## src/rtl/core/owbm_pkg.sv

```systemverilog
// ----------------------------------------------------------------------------
// owbm_pkg
// shared types and constants of the one-wire bus master
// ----------------------------------------------------------------------------
package owbm_pkg;

    localparam int unsigned TICK_W  = 16;
    localparam int unsigned BYTE_W  = 8;
    localparam int unsigned BIT_W   = 3;
    localparam int unsigned IDX_W   = 3;

    localparam logic [TICK_W-1:0] TICK_MAX = {TICK_W{1'b1}};
    localparam logic [BIT_W-1:0]  LAST_BIT = {BIT_W{1'b1}};

    localparam logic [TICK_W-1:0] RST_RESET_LOW     = 16'd480;
    localparam logic [TICK_W-1:0] RST_PRESENCE_WAIT = 16'd80;
    localparam logic [TICK_W-1:0] RST_RESET_TAIL    = 16'd400;
    localparam logic [TICK_W-1:0] RST_SLOT          = 16'd60;
    localparam logic [TICK_W-1:0] RST_WRITE_ONE_LOW = 16'd1;
    localparam logic [TICK_W-1:0] RST_READ_LOW      = 16'd2;

    localparam logic [IDX_W-1:0] REG_RESET_LOW     = 3'd0;
    localparam logic [IDX_W-1:0] REG_PRESENCE_WAIT = 3'd1;
    localparam logic [IDX_W-1:0] REG_RESET_TAIL    = 3'd2;
    localparam logic [IDX_W-1:0] REG_SLOT          = 3'd3;
    localparam logic [IDX_W-1:0] REG_WRITE_ONE_LOW = 3'd4;
    localparam logic [IDX_W-1:0] REG_READ_LOW      = 3'd5;

    typedef enum logic [1:0] {
        KIND_NONE  = 2'd0,
        KIND_RESET = 2'd1,
        KIND_WRITE = 2'd2,
        KIND_READ  = 2'd3
    } t_kind;

    typedef enum logic [2:0] {
        PH_IDLE     = 3'd0,
        PH_RST_LOW  = 3'd1,
        PH_RST_WAIT = 3'd2,
        PH_RST_TAIL = 3'd3,
        PH_W_LOW    = 3'd4,
        PH_W_REST   = 3'd5,
        PH_R_LOW    = 3'd6,
        PH_R_REST   = 3'd7
    } t_phase;

    typedef struct packed {
        logic [TICK_W-1:0] reset_low_ticks;
        logic [TICK_W-1:0] presence_wait_ticks;
        logic [TICK_W-1:0] reset_tail_ticks;
        logic [TICK_W-1:0] slot_ticks;
        logic [TICK_W-1:0] write_one_low_ticks;
        logic [TICK_W-1:0] read_low_ticks;
    } t_cfg;

    typedef struct packed {
        t_phase            phase;
        t_kind             op_code;
        logic [TICK_W-1:0] tick_count;
        logic [BIT_W-1:0]  bit_index;
        logic [BYTE_W-1:0] shift_byte;
        logic              presence_flag;
        logic [BYTE_W-1:0] last_read;
        logic              sample_pending;
    } t_state;

    typedef struct packed {
        logic              drive_low;
        logic              busy_res;
        logic              done_res;
        logic              present;
        logic [BYTE_W-1:0] read_byte;
    } t_result;

endpackage

```

## src/rtl/core/owbm_if.sv

```systemverilog
// ----------------------------------------------------------------------------
// owbm interfaces
// input, result and register write channels of the one-wire bus master
// ----------------------------------------------------------------------------
interface owbm_in_if;
    logic       valid;
    logic       ready;
    logic [1:0] kind;
    logic [7:0] write_byte;
    logic       tick;
    logic       line_level;

    modport source (output valid, kind, write_byte, tick, line_level, input ready);
    modport sink   (input valid, kind, write_byte, tick, line_level, output ready);
endinterface

interface owbm_out_if;
    logic       valid;
    logic       ready;
    logic       drive_low;
    logic       busy_res;
    logic       done_res;
    logic       present;
    logic [7:0] read_byte;

    modport source (output valid, drive_low, busy_res, done_res, present, read_byte,
                    input ready);
    modport sink   (input valid, drive_low, busy_res, done_res, present, read_byte,
                    output ready);
endinterface

interface owbm_cfg_if;
    logic        valid;
    logic        ready;
    logic [2:0]  index;
    logic [15:0] data;

    modport source (output valid, index, data, input ready);
    modport sink   (input valid, index, data, output ready);
endinterface

```

## src/rtl/core/one_wire_bus_master.sv

```systemverilog
// ----------------------------------------------------------------------------
// one_wire_bus_master
// results: one result beat per input beat, registered and valid in the cycle after acceptance
// throughput: one input beat per clock while results are taken; the result register frees when taken
// bus state advances once per accepted beat; the output register is the only
// buffer between the two sides, so input stalls only while a result waits
// reset: synchronous active low; timing registers return to 480/80/400/60/1/2
// and the master returns to idle with presence and read byte cleared
// ----------------------------------------------------------------------------
module one_wire_bus_master
    import owbm_pkg::*;
(
    input  logic          i_clk,
    input  logic          i_rst_n,
    owbm_cfg_if.sink      i_cfg,
    owbm_in_if.sink       i_in,
    owbm_out_if.source    o_out
);

    t_cfg    r_cfg;
    t_state  r_state;
    t_state  n_state;
    t_result n_result;
    t_result r_result;
    logic    r_out_valid;
    logic    in_beat;

    assign i_cfg.ready = 1'b1;
    assign i_in.ready  = ~r_out_valid | o_out.ready;
    assign in_beat     = i_in.valid & i_in.ready;

    always_ff @(posedge i_clk) begin
        if (!i_rst_n) begin
            r_cfg.reset_low_ticks     <= RST_RESET_LOW;
            r_cfg.presence_wait_ticks <= RST_PRESENCE_WAIT;
            r_cfg.reset_tail_ticks    <= RST_RESET_TAIL;
            r_cfg.slot_ticks          <= RST_SLOT;
            r_cfg.write_one_low_ticks <= RST_WRITE_ONE_LOW;
            r_cfg.read_low_ticks      <= RST_READ_LOW;
        end else if (i_cfg.valid) begin
            case (i_cfg.index)
                REG_RESET_LOW:     r_cfg.reset_low_ticks     <= i_cfg.data;
                REG_PRESENCE_WAIT: r_cfg.presence_wait_ticks <= i_cfg.data;
                REG_RESET_TAIL:    r_cfg.reset_tail_ticks    <= i_cfg.data;
                REG_SLOT:          r_cfg.slot_ticks          <= i_cfg.data;
                REG_WRITE_ONE_LOW: r_cfg.write_one_low_ticks <= i_cfg.data;
                REG_READ_LOW:      r_cfg.read_low_ticks      <= i_cfg.data;
                default: ;
            endcase
        end
    end

    owbm_step u_step (
        .i_state      (r_state),
        .i_cfg        (r_cfg),
        .i_kind       (t_kind'(i_in.kind)),
        .i_write_byte (i_in.write_byte),
        .i_tick       (i_in.tick),
        .i_line_level (i_in.line_level),
        .o_state      (n_state),
        .o_result     (n_result)
    );

    always_ff @(posedge i_clk) begin
        if (!i_rst_n) begin
            r_state.phase          <= PH_IDLE;
            r_state.op_code        <= KIND_NONE;
            r_state.tick_count     <= '0;
            r_state.bit_index      <= '0;
            r_state.shift_byte     <= '0;
            r_state.presence_flag  <= 1'b0;
            r_state.last_read      <= '0;
            r_state.sample_pending <= 1'b0;
            r_out_valid            <= 1'b0;
        end else begin
            if (in_beat) begin
                r_state     <= n_state;
                r_out_valid <= 1'b1;
            end else if (o_out.ready) begin
                r_out_valid <= 1'b0;
            end
        end
    end

    always_ff @(posedge i_clk) begin
        if (in_beat) begin
            r_result <= n_result;
        end
    end

    assign o_out.valid     = r_out_valid;
    assign o_out.drive_low = r_result.drive_low;
    assign o_out.busy_res  = r_result.busy_res;
    assign o_out.done_res  = r_result.done_res;
    assign o_out.present   = r_result.present;
    assign o_out.read_byte = r_result.read_byte;

endmodule

```

## src/rtl/core/owbm_step.sv

```systemverilog
// ----------------------------------------------------------------------------
// owbm_step
// next state and result of the bus master for one input beat
// ----------------------------------------------------------------------------
module owbm_step
    import owbm_pkg::*;
(
    input  t_state            i_state,
    input  t_cfg              i_cfg,
    input  t_kind             i_kind,
    input  logic [BYTE_W-1:0] i_write_byte,
    input  logic              i_tick,
    input  logic              i_line_level,
    output t_state            o_state,
    output t_result           o_result
);

    logic [TICK_W-1:0] len;
    logic              done;
    t_state            s;

    always_comb begin
        s    = i_state;
        done = 1'b0;
        len  = i_cfg.slot_ticks;
        if (i_state.phase == PH_IDLE) begin
            if (i_kind != KIND_NONE) begin
                s.op_code        = i_kind;
                s.tick_count     = '0;
                s.bit_index      = '0;
                s.sample_pending = 1'b0;
                case (i_kind)
                    KIND_RESET: begin
                        s.phase = PH_RST_LOW;
                    end
                    KIND_WRITE: begin
                        s.shift_byte = i_write_byte;
                        s.phase      = PH_W_LOW;
                    end
                    default: begin
                        s.shift_byte = '0;
                        s.phase      = PH_R_LOW;
                    end
                endcase
            end
        end else begin
            if (s.sample_pending && s.phase == PH_R_REST) begin
                s.shift_byte     = {i_line_level, s.shift_byte[BYTE_W-1:1]};
                s.sample_pending = 1'b0;
            end
            if (i_tick && s.tick_count != TICK_MAX) begin
                s.tick_count = s.tick_count + TICK_W'(1);
            end
            case (s.phase)
                PH_RST_LOW:  len = i_cfg.reset_low_ticks;
                PH_RST_WAIT: len = i_cfg.presence_wait_ticks;
                PH_RST_TAIL: len = i_cfg.reset_tail_ticks;
                PH_W_LOW:    len = s.shift_byte[0] ? i_cfg.write_one_low_ticks
                                                   : i_cfg.slot_ticks;
                PH_R_LOW:    len = i_cfg.read_low_ticks;
                default:     len = i_cfg.slot_ticks;
            endcase
            if (s.tick_count >= len) begin
                s.tick_count = '0;
                case (s.phase)
                    PH_RST_LOW: begin
                        s.phase = PH_RST_WAIT;
                    end
                    PH_RST_WAIT: begin
                        s.presence_flag = ~i_line_level;
                        s.phase         = PH_RST_TAIL;
                    end
                    PH_RST_TAIL: begin
                        s.phase = PH_IDLE;
                        done    = 1'b1;
                    end
                    PH_W_LOW: begin
                        if (s.shift_byte[0]) begin
                            s.phase = PH_W_REST;
                        end else begin
                            done = 1'b1;
                        end
                    end
                    PH_W_REST: begin
                        done = 1'b1;
                    end
                    PH_R_LOW: begin
                        s.phase          = PH_R_REST;
                        s.sample_pending = 1'b1;
                    end
                    default: begin
                        if (s.sample_pending) begin
                            s.shift_byte     = {i_line_level, s.shift_byte[BYTE_W-1:1]};
                            s.sample_pending = 1'b0;
                        end
                        done = 1'b1;
                    end
                endcase
                // end of a bit slot
                if (done && s.phase != PH_RST_TAIL && s.phase != PH_IDLE) begin
                    if (s.op_code == KIND_WRITE) begin
                        s.shift_byte = {1'b0, s.shift_byte[BYTE_W-1:1]};
                    end
                    if (s.bit_index == LAST_BIT) begin
                        if (s.op_code == KIND_READ) begin
                            s.last_read = s.shift_byte;
                        end
                        s.phase = PH_IDLE;
                    end else begin
                        done        = 1'b0;
                        s.bit_index = s.bit_index + BIT_W'(1);
                        s.phase     = (s.op_code == KIND_WRITE) ? PH_W_LOW : PH_R_LOW;
                    end
                end
            end
        end
    end

    assign o_state            = s;
    assign o_result.drive_low = (s.phase == PH_RST_LOW) || (s.phase == PH_W_LOW)
                                || (s.phase == PH_R_LOW);
    assign o_result.busy_res  = (s.phase != PH_IDLE);
    assign o_result.done_res  = done;
    assign o_result.present   = s.presence_flag;
    assign o_result.read_byte = s.last_read;

endmodule
```

## src/flat_wrapper.sv

```systemverilog
// flat-port wrapper written by rule: the top's interface ports become plain ports
module one_wire_bus_master_flat import owbm_pkg::*;
  (i_clk, i_rst_n, i_cfg_valid, i_cfg_index, i_cfg_data, i_cfg_ready, i_in_valid, i_in_kind, i_in_write_byte, i_in_tick, i_in_line_level, i_in_ready, o_out_valid, o_out_drive_low, o_out_busy_res, o_out_done_res, o_out_present, o_out_read_byte, o_out_ready);
  owbm_cfg_if i_cfg_i ();
  owbm_in_if i_in_i ();
  owbm_out_if o_out_i ();
  input  logic i_clk;
  input  logic i_rst_n;
  input wire logic [$bits(i_cfg_i.valid)-1:0] i_cfg_valid;
  input wire logic [$bits(i_cfg_i.index)-1:0] i_cfg_index;
  input wire logic [$bits(i_cfg_i.data)-1:0] i_cfg_data;
  output wire logic [$bits(i_cfg_i.ready)-1:0] i_cfg_ready;
  input wire logic [$bits(i_in_i.valid)-1:0] i_in_valid;
  input wire logic [$bits(i_in_i.kind)-1:0] i_in_kind;
  input wire logic [$bits(i_in_i.write_byte)-1:0] i_in_write_byte;
  input wire logic [$bits(i_in_i.tick)-1:0] i_in_tick;
  input wire logic [$bits(i_in_i.line_level)-1:0] i_in_line_level;
  output wire logic [$bits(i_in_i.ready)-1:0] i_in_ready;
  output wire logic [$bits(o_out_i.valid)-1:0] o_out_valid;
  output wire logic [$bits(o_out_i.drive_low)-1:0] o_out_drive_low;
  output wire logic [$bits(o_out_i.busy_res)-1:0] o_out_busy_res;
  output wire logic [$bits(o_out_i.done_res)-1:0] o_out_done_res;
  output wire logic [$bits(o_out_i.present)-1:0] o_out_present;
  output wire logic [$bits(o_out_i.read_byte)-1:0] o_out_read_byte;
  input wire logic [$bits(o_out_i.ready)-1:0] o_out_ready;
  assign i_cfg_i.valid = i_cfg_valid;
  assign i_cfg_i.index = i_cfg_index;
  assign i_cfg_i.data = i_cfg_data;
  assign i_cfg_ready = i_cfg_i.ready;
  assign i_in_i.valid = i_in_valid;
  assign i_in_i.kind = i_in_kind;
  assign i_in_i.write_byte = i_in_write_byte;
  assign i_in_i.tick = i_in_tick;
  assign i_in_i.line_level = i_in_line_level;
  assign i_in_ready = i_in_i.ready;
  assign o_out_valid = o_out_i.valid;
  assign o_out_drive_low = o_out_i.drive_low;
  assign o_out_busy_res = o_out_i.busy_res;
  assign o_out_done_res = o_out_i.done_res;
  assign o_out_present = o_out_i.present;
  assign o_out_read_byte = o_out_i.read_byte;
  assign o_out_i.ready = o_out_ready;
  one_wire_bus_master u_core (.i_clk(i_clk), .i_rst_n(i_rst_n), .i_cfg(i_cfg_i), .i_in(i_in_i), .o_out(o_out_i));
endmodule
```

## config.mk

```make
export PLATFORM = sky130hd
export DESIGN_NAME = one_wire_bus_master_flat
export DESIGN_NICKNAME = d
export VERILOG_FILES = /design/src/rtl/core/owbm_pkg.sv /design/src/rtl/core/owbm_if.sv /design/src/rtl/core/one_wire_bus_master.sv /design/src/rtl/core/owbm_step.sv /design/src/flat_wrapper.sv
export SDC_FILE = /design/constraint.sdc
export NUM_CORES = 1
export LEC_CHECK = 0
export BUFFER_PORTS_ARGS = -buffer_cell sky130_fd_sc_hd__buf_2
export CAP_MARGIN = 20
export CORE_UTILIZATION = 25
export DETAILED_ROUTE_END_ITERATION = 7
export HOLD_SLACK_MARGIN = 0.03
export SLEW_MARGIN = 20
export SYNTH_ARGS = -nofsm -noshare
export SYNTH_HDL_FRONTEND = slang
export SYNTH_SLANG_ARGS = --single-unit
export TNS_END_PERCENT = 5
```

## constraint.sdc

```tcl
create_clock -name i_clk -period 6.1 [get_ports i_clk]
set_input_delay 0.915 -clock i_clk [delete_from_list [all_inputs] [get_ports i_clk]]
set_output_delay 0.915 -clock i_clk [all_outputs]
set_load 0.005 [all_outputs]
```

==> flow_summary_export.csv, run 1 <==
group,metric,value,unit
status,status,"finished, final reports clean",
floorplan,die_w,181,um
synthesis,synth_area_per_cell,7.65,sq um
synthesis,syn_area,8000,sq um
power,p_total,2.48,mW
timing,hold_viol,0,
timing,fmax,229,MHz
cts,h-tree-depth,4,
routing,ant_nets,0,
synthesis,async_flop_share,0,%
synthesis,yosysSeqAreaShare,39.3,%
finish,final_core_util,29.2,%
power,ir_drop,0.218,mV
setup_path,r2r_cells,15,
global_routing,grt_overflow_total,0,
setup_path,worstSetupEndpointType,"flip-flop",
routing,wire_per_inst,15.4,um
timing,fin_skew,0.0173,ns
finish,drive_above_1_share,13.9,%
routing,drc_errors,0,
timing,rsz0062_at_grt,"no",
finish,antenna_cells,0,
min_path,hold_class,"flip-flop to flip-flop",
timing,slew_violations,0,
power,p_leak,3.46,nW
setup_path,crit_path_start_kind,"flip-flop",
cts,path_clk_slew,0.07,ns
timing,finalSetupTns,0,ns
placement,hpwl,15400,um
timing,tightestPinTransition,1.08,ns
timing,fin_crit,4.37,ns
setup_path,crit_path_max_fanout,17,
timing,setup_viol,0,
floorplan,start_util,25.4,%
setup_path,rr_endpoint,"u_core.o_out.drive_low",
synthesis,ys_ff_latch,151,
placement,dp_slack,1.68,ns
global_routing,grt_pass1_wl,37100,um
global_routing,first_global_vias,6976,
synthesis,syn-num-nets,1104,
cts,cts-resized-gates,0,
routing,num_vias,7413,
timing,min_period_over_period,71.6,%
routing,drtPass1Iterations,5,
timing,setup_ws,1.73,ns
floorplan,die_h,181,um
synthesis,ys.flop_type,"dfxtp_1",
routing,wl,22700,um
cts,cts_inserted_buffers,17,
finish,nNetsFinal,1125,
cts,tritoncts,"built",
global_routing,grt_max_degree,95,
job,maxCapViolCount,0,
floorplan,core_region_area,31500,sq um
setup_path,worst-setup-path-type,"flip-flop to flip-flop",
setup_path,arrival,4.56,ns
floorplan,ios,51,
floorplan,die_area,32700,sq um
global_routing,antenna_found_initial,0,
cts,clockBufferDepth,2,
setup_path,regToRegSetupSlack,1.73,ns
timing,relSlewSlack,28.0,%
placement,place.gp.congestion,0.887,
synthesis,synth_edf_count,12,
setup_path,cp.required,6.29,ns
routing,drtIter0Drc,643,
finish,areaGrowthSynthToFinish,14.8,%
cts,cts_setup_buffers,0,
cts,cts-root-buf,"clkbuf_16",
cts,clkLatencyLatePin,0.44,ns
global_routing,grtUsageTotal,14.1,%
placement,numPortBuffers,49,
setup_path,worstReg2RegStart,"u_core.r_state[41]",
routing,viasPerCell,5.01,
synthesis,syn_inst,1045,
cts,hold_buffers,0,
setup_path,cp-endpoint,"u_core.o_out.drive_low",
cts,numClockSinks,151,
power,p_per_area,270,nW/um^2
floorplan,row_count,65,
setup_path,cp-startpoint,"u_core.r_state[41]",
synthesis,yosys_warnings,0,
synthesis,synth_cell_types,66,
-- worst min-delay path by stage --
stage,from,end,slack (ns),cells past startpoint
5_1_grt,u_core.r_cfg[49],u_core.r_cfg[49],0.47,2
3_5_place_dp,u_core.r_state[6],u_core.r_state[6],0.44,2
2_1_floorplan,u_core.r_state[6],u_core.r_state[6],0.43,2
3_3_place_gp,u_core.r_state[6],u_core.r_state[6],0.43,2
6_report,u_core.r_state[6],u_core.r_state[6],0.45,2
4_1_cts,u_core.r_state[6],u_core.r_state[6],0.45,2
-- through the flow --
step | cell area, sq um | hold slack, ns | instances
2_1_floorplan | 8000 | 0.426 | 1045
3_3_place_gp | 8580 | 0.433 | 1449
3_5_place_dp | 8580 | 0.440 | 1449
4_1_cts | 9180 | 0.450 | 1481
5_1_grt | 9180 | 0.467 | 1481
6_report | 9180 | 0.453 | 1481
-- where the power goes --
group | switching (mW) | internal [mW]
clock | 0.497 | 0.573
sequential | 0.0189 | 1.03
combinational | 0.241 | 0.124
-- layer usage --
layer	up-vias	routed length, um	share of wire, %	track usage, %
li1	3677	-	-	-
met1	3517	11000	48	19.1
met2	187	10300	45	22.4
met3	32	1060	4.6	2.48
met4	0	376	1.7	5.03
met5	-	0	0	0
-- layout make-up --
type	count	area, sq um
flip-flops and latches	151	3140
multi-input cells	814	4500
clock inverters	14	150
clock buffers	18	450
repair buffers	66	373
well taps	402	503
fillers	3349	22300
inverters	16	60.1
-- cell usage after synthesis (9+ instances only) --
cell type    n  area share, %
nand2_1    281             13
a21oi_1    151            9.5
dfxtp_1    139             35
o21ai_0     59            3.7
nor2_1      55            2.6
nand3_1     46            2.9
clkbuf_1    40            1.9
mux2_2      25            3.5
ha_1        23            3.6
mux2i_1     15            1.9
o22ai_1     14            1.1
edfxtp_1    12            4.5
inv_1       12           0.56
buf_2        9           0.56
nor3_1       9           0.56
o21ai_1      9           0.56
-- worst max-delay path, cell delays in order, from the launching register on --
cell and delay (ns):
dfxtp_1 0.40, buf_4 0.30, nand2b_1 0.48, nor2_1 0.08, a21oi_1 0.28, o22ai_1 0.15
a21oi_1 0.17, o21ai_1 0.09, ha_1 0.29, and3_4 0.15, a221oi_1 0.28, a2bb2oi_1 0.25
and3_1 0.58, o31a_2 0.27, o221ai_1 0.11, a32o_1 0.23
-- logic make-up (layout without fill, tap and decap cells) --
kind of cell | after synthesis | in the layout | share of synthesized area [%]
compound gates | 291 | 291 | 21.0
fa+ha+maj | 23 | 23 | 3.60
mux | 42 | 42 | 5.74
simple gates | 445 | 445 | 24.4
buf+inv | 80 | 114 | 4.60
other cells | 1 | 1 | 0.0469
flops | 151 | 151 | 39.3
xor+xnor | 12 | 12 | 1.31
-- flip-flops by register name (all words and copies together) (netlist names) --
| register | flops |
|---|---|
| u_core.o_out.done_res | 1 |
| u_core.o_out.read_byte | 8 |
| u_core.o_out.valid | 1 |
| u_core.o_out.busy_res | 1 |
| u_core.o_out.present | 1 |
| u_core.r_cfg | 96 |
| u_core.o_out.drive_low | 1 |
| u_core.r_state | 42 |
-- cell usage in the layout (no fill, tap or decap), types with 4 or more instances in the layout --
cell / count
buf_4: 17
o21ai_1: 9
a21o_1: 8
a21oi_1: 151
o21ai_0: 59
dfxtp_1: 138
or3_1: 4
a31oi_1: 8
ha_1: 23
nand3_1: 46
and2_1: 5
mux2_2: 25
nand2b_1: 8
clkbuf_16: 18
nor2_1: 54
and3_1: 8
o211ai_1: 7
nor2b_1: 7
inv_1: 12
mux2i_1: 15
xor2_1: 5
edfxtp_1: 12
nor3_1: 7
xnor2_1: 7
and4_1: 5
o22ai_1: 14
buf_2: 49
nand2_1: 281
nor2_2: 4
inv_8: 6
(Power assumes the default switching activity.)
==> run 2: changes to the inputs <==
==> constraint.sdc (replaced) <==
create_clock -name i_clk -period 4.15 [get_ports i_clk]
set_input_delay 0.6225 -clock i_clk [delete_from_list [all_inputs] [get_ports i_clk]]
set_output_delay 0.6225 -clock i_clk [all_outputs]
set_load 0.005 [all_outputs]
==> run 2 against run 1 <==
  * Final cell count is 0.81% higher
  * Clock power is 53% higher
  * Fmax is 11% higher
  * Clock skew is 0.0015 ns lower
  * Sequential share of layout area is 0.51 points lower
  * Flip-flop and latch count stayed put
  * Critical path type unchanged
  * Global-route usage is 0.11 points higher
==> flow_summary_export.csv, run 2 (synthesis gave the netlist of run 1 again) <==
group,metric,value,unit
setup_path,arrival,4.33,ns
setup_path,crit_family,"simple AND/OR/NAND/NOR gates",
cts,tritoncts,"built",
setup_path,path_buf_inv,1,
global_routing,grt_overflow_total,0,
timing,fin_hold_ws,0.430,ns
timing,tightestPinTransition,0.963,ns
setup_path,worstSetupEndpointType,"flip-flop",
floorplan,start_util,25.4,%
setup_path,crit_path_max_fanout,20,
power,share_seq_of_total_power,41.2,%
floorplan,die_h,181,um
finish,antenna_cells,0,
floorplan,core_region_area,31500,sq um
setup_path,cp_cell_sequence,"and4_1, and4_1, and3_1, nor2_1, and2_1, xor2_1, ha_1, and3_4, a221oi_1, a2bb2oi_1, and3_1, buf_4, nand3_4, o21ai_0, a21o_1",
timing,min_period_over_period,94.9,%
setup_path,r2r_cells,15,
cts,path_clk_slew,0.07,ns
cts,clockBufferDepth,2,
setup_path,critPathSlowestCell,"dfxtp_1",
setup_path,cp.required,4.54,ns
power,power.share.switching,29.5,%
routing,wire_per_inst,15.2,um
setup_path,worstReg2RegStart,"u_core.r_state[33]",
min_path,hold_end,"u_core.o_out.valid",
power,ir_drop,0.306,mV
cts,cts-root-buf,"clkbuf_16",
timing,slew_violations,0,
cts,cts_setup_buffers,0,
cts,clkLatencyLatePin,0.45,ns
setup_path,cpPeakStageDelay,0.35,ns
placement,place.gp.congestion,0.818,
finish,largest_reg_flops,96,
finish,multi_input_area,4490,sq um
cts,cts-resized-gates,0,
cts,numClockSinks,151,
floorplan,row_count,65,
setup_path,worst-setup-path-type,"flip-flop to flip-flop",
power,p_per_area,401,nW/um^2
global_routing,grtUsageTotal,14.2,%
power,p_clk_share,44.0,%
finish,final_cell_mix,"nand2_1 (281), a21oi_1 (151), dfxtp_1 (137), o21ai_0 (58), nor2_1 (55)",
timing,hold_viol,0,
global_routing,antenna_found_initial,0,
timing,fmax,254,MHz
timing,rsz0062_at_grt,"no",
routing,viasPerCell,4.99,
placement,numPortBuffers,49,
routing,num_vias,7450,
floorplan,ios,51,
global_routing,first_global_vias,6991,
status,status,"finished, final reports clean",
finish,drive_above_1_share,14.8,%
routing,drtIter0Drc,664,
timing,fin_skew,0.0158,ns
setup_path,rr_endpoint,"u_core.r_state[36]",
finish,final_common_cell,"nand2_1",
global_routing,grt_pass1_wl,37000,um
timing,setup_viol,0,
min_path,hold_class,"input pin to flip-flop",
power,combinationalPowerShare,14.9,%
cts,cts_inserted_buffers,17,
setup_path,regToRegSetupSlack,0.21,ns
finish,areaGrowthSynthToFinish,16.6,%
job,maxCapViolCount,0,
routing,drtPass1Iterations,7,
power,p_leak,3.55,nW
cts,h-tree-depth,4,
min_path,hold_depth,3,
timing,relSlewSlack,35.8,%
timing,fin_crit,3.94,ns
global_routing,grt_max_degree,99,
power,p_int,2.64,mW
finish,nNetsFinal,1137,
routing,drc_errors,0,
floorplan,die_w,181,um
finish,seq_area,3150,sq um
routing,wl,22700,um
cts,hold_buffers,0,
finish,top_register,"u_core.r_cfg",
timing,finalSetupTns,0,ns
min_path,hold_start,"i_in_valid",
placement,hpwl,15600,um
setup_path,crit_path_start_kind,"flip-flop",
power,p_sw,1.10,mW
routing,ant_nets,0,
floorplan,die_area,32700,sq um
finish,nFillCells,3332,
-- run 2: cell types whose count changed in the layout (fill, tap and decap cells not counted), sizes merged --
cell      before  now
bufinv         0    2
clkinvlp       2    0
buf           66   78
-- run 2: power by group through the flow --
stage	Combinational, mW	Clock, mW	Sequential, mW
2_1_floorplan	0.371	0	1.56
3_3_place_gp	0.544	0	1.57
3_5_place_dp	0.551	0	1.57
4_1_cts	0.554	1.68	1.54
5_1_grt	0.620	1.74	1.54
6_report	0.556	1.64	1.54
-- run 2: cell type report --
cell class / instances / area share [%]
inverter: 16 / 0.644
tap: 402 / 5.40
clock inverter: 14 / 1.89
multi-input combinational: 814 / 48.2
sequential: 151 / 33.8
clock buffer: 18 / 4.71
timing repair buffer: 78 / 5.37
-- run 2: worst register-to-register path, stage by stage, from the launching register on --
cell and delay (ns):
dfxtp_1 0.35, and4_1 0.25, and4_1 0.26, and3_1 0.20, nor2_1 0.26, and2_1 0.23
xor2_1 0.19, ha_1 0.27, and3_4 0.17, a221oi_1 0.29, a2bb2oi_1 0.27, and3_1 0.24
buf_4 0.22, nand3_4 0.24, o21ai_0 0.30, a21o_1 0.15
-- run 2: worst max path at each step --
stage	start	to	slack (ns)	cells after the start
after floorplan	u_core.r_state[40]	u_core.o_out.drive_low	0.63	17
after global placement	i_in_tick	u_core.o_out.read_byte[0]	0.33	14
after detailed placement	i_in_tick	u_core.o_out.read_byte[0]	0.23	14
after CTS	u_core.r_state[33]	u_core.o_out.drive_low	0.25	15
after global routing	u_core.r_state[33]	u_core.r_state[35]	0.02	15
final	u_core.r_state[33]	u_core.r_state[36]	0.21	15
-- run 2: routing by layer --
layer / global-route usage, % / wire length, um / vias to the layer above
met1: 19.4 / 11000 / 3477
li1: - / - / 3708
met4: 5.37 / 423 / 0
met5: 0 / 0 / -
met3: 2.64 / 1110 / 29
met2: 22.1 / 10200 / 236
-- run 2: through the flow --
step / cells / setup slack [ns] / instance area, sq um / power [mW] / util [%]
3_5_place_dp: 1461 / 0.235 / 8700 / 2.12 / 27.6
5_1_grt: 1493 / 0.0194 / 9320 / 3.90 / 29.6
3_3_place_gp: 1461 / 0.326 / 8700 / 2.12 / 27.6
2_1_floorplan: 1045 / 0.627 / 8000 / 1.93 / -
6_report: 1493 / 0.213 / 9320 / 3.74 / 29.6
4_1_cts: 1493 / 0.253 / 9320 / 3.77 / 29.6
